`config.mk`:
```
export PLATFORM = sky130hd
export DESIGN_NAME = bfds_ctrl
export DESIGN_NICKNAME = d
export VERILOG_FILES = /design/src/design/bfds_pkg.sv /design/src/design/bfds_ctrl.sv
export SDC_FILE = /design/constraint.sdc
export NUM_CORES = 1
export LEC_CHECK = 0
export BUFFER_PORTS_ARGS = -buffer_cell sky130_fd_sc_hd__buf_4
export CAP_MARGIN = 5
export CORE_AREA = 2 2 39 41
export DETAILED_ROUTE_END_ITERATION = 10
export DIE_AREA = 0 0 41 43
export HOLD_SLACK_MARGIN = 0.15
export SLEW_MARGIN = 20
export SYNTH_ARGS = -nofsm -noshare
export SYNTH_HDL_FRONTEND = slang
export SYNTH_SLANG_ARGS = --single-unit
```
`constraint.sdc`:
```
create_clock -name clk_i -period 1.4 [get_ports clk_i]
set_clock_uncertainty 0.2 [all_clocks]
set_input_delay 0.21 -clock clk_i [delete_from_list [all_inputs] [get_ports clk_i]]
set_output_delay 0.21 -clock clk_i [all_outputs]
set_load 0.02 [all_outputs]
```
`src/design/bfds_pkg.sv`:
```
`timescale 1ns / 1ps
// ----------------------------------------------------------------------------
// Box filter downscaler package
// Shared types, widths, register codes and the reciprocal table for the
// block average.
// ----------------------------------------------------------------------------
package bfds_pkg;

  localparam int unsigned MaxWidth   = 4096;
  localparam int unsigned MaxScale   = 8;
  localparam int unsigned CoordW     = 12;
  localparam int unsigned DimW       = 13;
  localparam int unsigned KW         = 4;
  localparam int unsigned SubW       = 3;
  localparam int unsigned RunW       = 11;
  localparam int unsigned SumW       = 14;
  localparam int unsigned RecipShift = 21;
  localparam int unsigned RecipW     = 22;
  localparam int unsigned ProdW      = SumW + RecipW;
  localparam int unsigned MemW       = 3 * SumW;

  localparam logic [DimW-1:0] WidthReset  = 13'd1920;
  localparam logic [DimW-1:0] HeightReset = 13'd1080;
  localparam logic [KW-1:0]   ScaleReset  = 4'd2;
  localparam logic [DimW-1:0] DimMax      = 13'd4096;
  localparam logic [KW-1:0]   ScaleMax    = 4'd8;

  localparam logic [1:0] CFG_FRAME_WIDTH  = 2'd0;
  localparam logic [1:0] CFG_FRAME_HEIGHT = 2'd1;
  localparam logic [1:0] CFG_SCALE_FACTOR = 2'd2;

  localparam logic [1:0] CH_RED   = 2'd0;
  localparam logic [1:0] CH_GREEN = 2'd1;
  localparam logic [1:0] CH_BLUE  = 2'd2;

  typedef struct packed {
    logic [7:0] blue_in;
    logic [7:0] green_in;
    logic [7:0] red_in;
    logic       frame_start;
  } pixel_in_t;

  typedef struct packed {
    logic [7:0] red_out;
    logic [7:0] green_out;
    logic [7:0] blue_out;
    logic       row_end;
    logic       frame_end;
  } pixel_out_t;

  typedef struct packed {
    logic       accept;
    logic       mem_rd;
    logic       mem_wr;
    logic       div_en;
    logic [1:0] div_sel;
    logic       load_out;
  } cmd_t;

  typedef struct packed {
    logic start_work;
    logic emit;
    logic out_free;
  } sts_t;

  // ceil(2^21 / (k*k)), exact floor quotient for sums below 2^14
  function automatic logic [RecipW-1:0] recip_f(input logic [KW-1:0] k);
    logic [RecipW-1:0] r;
    case (k)
      4'd1:    r = 22'd2097152;
      4'd2:    r = 22'd524288;
      4'd3:    r = 22'd233017;
      4'd4:    r = 22'd131072;
      4'd5:    r = 22'd83887;
      4'd6:    r = 22'd58255;
      4'd7:    r = 22'd42800;
      4'd8:    r = 22'd32768;
      default: r = 22'd2097152;
    endcase
    return r;
  endfunction

endpackage

```
`src/design/bfds_ctrl.sv`:
```
`timescale 1ns / 1ps
// ----------------------------------------------------------------------------
// Box filter downscaler controller
// Sequences item intake, accumulator read-modify-write, the shared divide
// multiplier and the result load.
// ----------------------------------------------------------------------------
module bfds_ctrl (
  input  logic           clk_i,
  input  logic           rst_ni,
  input  logic           in_valid_i,
  output logic           in_stall_o,
  input  bfds_pkg::sts_t sts_i,
  output bfds_pkg::cmd_t cmd_o
);
  import bfds_pkg::*;

  localparam logic [2:0] ST_IDLE = 3'd0;
  localparam logic [2:0] ST_RD   = 3'd1;
  localparam logic [2:0] ST_WR   = 3'd2;
  localparam logic [2:0] ST_DIV  = 3'd3;
  localparam logic [2:0] ST_EMIT = 3'd4;

  logic [2:0] state_q, state_d;
  logic [1:0] cnt_q, cnt_d;

  always_comb begin
    state_d = state_q;
    cnt_d   = cnt_q;
    cmd_o   = '0;
    case (state_q)
      ST_IDLE: begin
        cmd_o.accept = in_valid_i;
        if (in_valid_i && sts_i.start_work) begin
          state_d = ST_RD;
        end
      end
      ST_RD: begin
        cmd_o.mem_rd = 1'b1;
        state_d      = ST_WR;
      end
      ST_WR: begin
        cmd_o.mem_wr = 1'b1;
        cnt_d        = CH_RED;
        state_d      = sts_i.emit ? ST_DIV : ST_IDLE;
      end
      ST_DIV: begin
        cmd_o.div_en  = 1'b1;
        cmd_o.div_sel = cnt_q;
        if (cnt_q == CH_BLUE) begin
          state_d = ST_EMIT;
        end else begin
          cnt_d = cnt_q + 2'd1;
        end
      end
      ST_EMIT: begin
        if (sts_i.out_free) begin
          cmd_o.load_out = 1'b1;
          state_d        = ST_IDLE;
        end
      end
      default: begin
        state_d = ST_IDLE;
      end
    endcase
  end

  assign in_stall_o = (state_q != ST_IDLE);

  always_ff @(posedge clk_i or negedge rst_ni) begin
    if (!rst_ni) begin
      state_q <= ST_IDLE;
      cnt_q   <= CH_RED;
    end else begin
      state_q <= state_d;
      cnt_q   <= cnt_d;
    end
  end

endmodule

```
==> flow_summary.ini <==
[die]
core-area_mm2 = 0.00138
fp.dieH_um = 43
die_area_mm2 = 0.00176
fp.dieW_um = 41
rows = 14
start_util_pct = 25.3
ios = 14

[critical_path]
required_ns = 0.99
crit_family = buffers and inverters
regToRegStartpoint = state_q[2]
setup.worst_path.end_class = output port
r2r_end = cnt_q[1]
crit_type = input port to output port
crit_start = sts_i[0]
timing.reg2reg.worst_path_depth = 5
max_stage_delay_ns = 0.57
worst_ep_arrival_time_ns = 1.27
crit_path_max_fanout = 2
cp_num_buf_inv = 3
r2r_slack_ns = -0.01
crit_chain = buf_4 -> dlygate4sd3_1 -> nand2_2 -> nor3_2 -> buf_4
cp_common_cell = buf_4
crit_slowest_cell = dlygate4sd3_1
critPathLaunchType = input port

[timing]
drv_slew = 0
fmax_mhz = 597
setup_ws_ns = -0.276
min_period_over_period_pct = 120
rsz0062_at_grt = true
setup_viol = 9
worstMarginPinSlew_ns = 0.237
max-slew-margin-rel_pct = 84.1
layout_min_cycle_time_ns = 1.68
hold_viol_final = 0
tns_ns = -1.68

[synth]
synth_top_area_share_pct = 35.7
syn_area_um2 = 350
ys_types = 23
synthCells = 40
yosysSeqAreaShare_pct = 35.7
synthesis.nets = 47
ys_ff_latch = 5
ys_top_cells_by_area = dfrtp_1 36%, buf_4 6.4%, a32oi_2 4.6%
postSynthAreaPerCell_um2 = 8.76
yosysWarningCount = 0
yosysTopAreaCell = dfrtp_1

[hold_path]
min_from = state_q[2]
hold_class = register to register
holdPathStages = 2
whs_endpoint = state_q[1]

[power]
p_int_uw = 917
clockPowerShare_pct = 10.5
powerDensity_mw_per_mm2 = 2170
swShare_pct = 42.4
pwr-share-seq_pct = 15.9
pwr-share-comb_pct = 73.6
ir_drop_uv = 1220
p_leak_nw = 0.332
switchingPower_uw = 676

[global_routing]
grt-ovfl-total = 0
grtUsageTotal_pct = 14.5
grt_pass1_wl_um = 1650
grt_pass1_vias = 381
grt_start_max_net_pins = 9
antenna_found_initial = 0

[placement]
io_buffers = 13
placed_cells = 74
dpl_worst_slack_ns = -0.0254
hpwl_um = 661
gp_congestion = 0.696
postPlaceCellArea_um2 = 531

[finish]
final_cell_mix = 16 x buf_4, 8 x buf_6, 6 x dlygate4sd3_1
instances_no_fill = 87
fin_area_um2 = 733
fin_nets = 79
fillers = 135
area_growth_pct = 109
drive_gt1_share_pct = 63.4
final_common_cell = buf_4
insertedDiodeCount = 0

[clocking]
path_clk_slew_ns = 0.05
cts_max_level = 1
cts_tree = built
clk_latency_ns = 0.24
numClockSinks = 5
cts-root-buf = clkbuf_4
cts_buffer_depth = 2
cts_buffers = 3

[drt]
dr.pass1.iters = 4
drt_wl_total_um = 1190
drtIter0Drc = 3
vias = 416
ant_nets = 0
via_per_inst = 4.78
drc = 0
wl_per_cell_um = 13.7

[run_status]
outcome = finished with violations
violations = setup timing

[flow_run]
cap_violations = 0
[layer usage]
layer	track usage (%)	share of wire [%]	up-vias	wire [um]
met3	6.28	2.8	0	33
li1	-	-	202	-
met4	4.00	0	0	0
met5	0	0	-	0
met2	24.4	59	8	707
met1	15.6	38	206	450
[area by class of cell]
type	instances	area, um2	share of cell area [%]
repair buffers	31	285	38.9
multi-input cells	27	260	35.5
flip-flops and latches	5	125	17.1
clock buffers	3	22.5	3.07
well taps	16	20.0	2.73
inverters	4	15.0	2.05
clock inverters	1	5.00	0.683
[cell families (layout without fill, tap and decap cells)]
family                   count (synthesis)  in the layout  synth area share [%]
AND/OR/NAND/NOR                         17             17                  26.1
AO/OA/AOI/OAI                            9              9                  22.5
buffers and inverters                    8             39                  12.1
flip-flops                               5              5                  35.7
adder cells (fa/ha/maj)                  1              1                  3.57
[synth_stat cells]
cell / n
buf_2: 1
inv_1: 4
nor3_1: 1
o21ai_1: 1
or3_1: 1
a22oi_2: 1
ha_1: 1
a22o_1: 1
nand2_1: 3
a32o_1: 1
nor2_1: 4
nand3_1: 1
and3b_1: 1
dfrtp_1: 5
nand3b_1: 1
a311oi_1: 1
and2_1: 2
nand2b_1: 2
a21oi_1: 2
a32oi_2: 1
nor3b_1: 1
o31ai_1: 1
buf_4: 3
[registers in the layout, indices dropped and copies added, names as in the netlist]
name     count
cnt_q        2
state_q      3
[worst reg2reg max path, delay by kind of cell (launching register included)]
family	cells	cell delay [ns]
AO/OA/AOI/OAI	2	0.31
buffers and inverters	2	0.28
flip-flops	1	0.41
AND/OR/NAND/NOR	1	0.15
[power by group through the flow]
stage               Sequential (mW)  Clock, mW  Combinational [mW]
finish                        0.252      0.167                1.17
global placement              0.243          0               0.815
floorplan                     0.246          0               0.532
global route                  0.260      0.189                1.25
CTS                           0.246      0.176               0.928
detailed placement            0.245          0               0.824
[through the flow]
| step | power (mW) | util [%] | hold WS [ns] |
|---|---|---|---|
| after floorplan | 0.778 | - | -0.286 |
| after global placement | 1.06 | 38.3 | -0.184 |
| after detailed placement | 1.07 | 38.3 | -0.184 |
| after CTS | 1.35 | 47.7 | 0.420 |
| after global routing | 1.70 | 53.0 | 0.456 |
| final | 1.59 | 53.0 | 0.424 |
[what timing repair did]
action,4_1_cts,5_1_grt
resized for setup,7,15
cloned,0,0
hold endpoints to repair,8,1
endpoints found under the setup margin,8,11
pin swaps,5,4
setup buffers,2,1
hold buffers,6,1
[worst max path at each step]
stage	to	slack, ns	cells after the start
after global routing	cmd_o[0]	-0.32	5
after floorplan	cmd_o[6]	-0.09	3
after detailed placement	cmd_o[6]	-0.03	3
after CTS	cmd_o[6]	-0.27	3
after global placement	cmd_o[6]	-0.0008	3
final	cmd_o[0]	-0.28	5
Note: power is estimated with default switching activity, not from simulation.
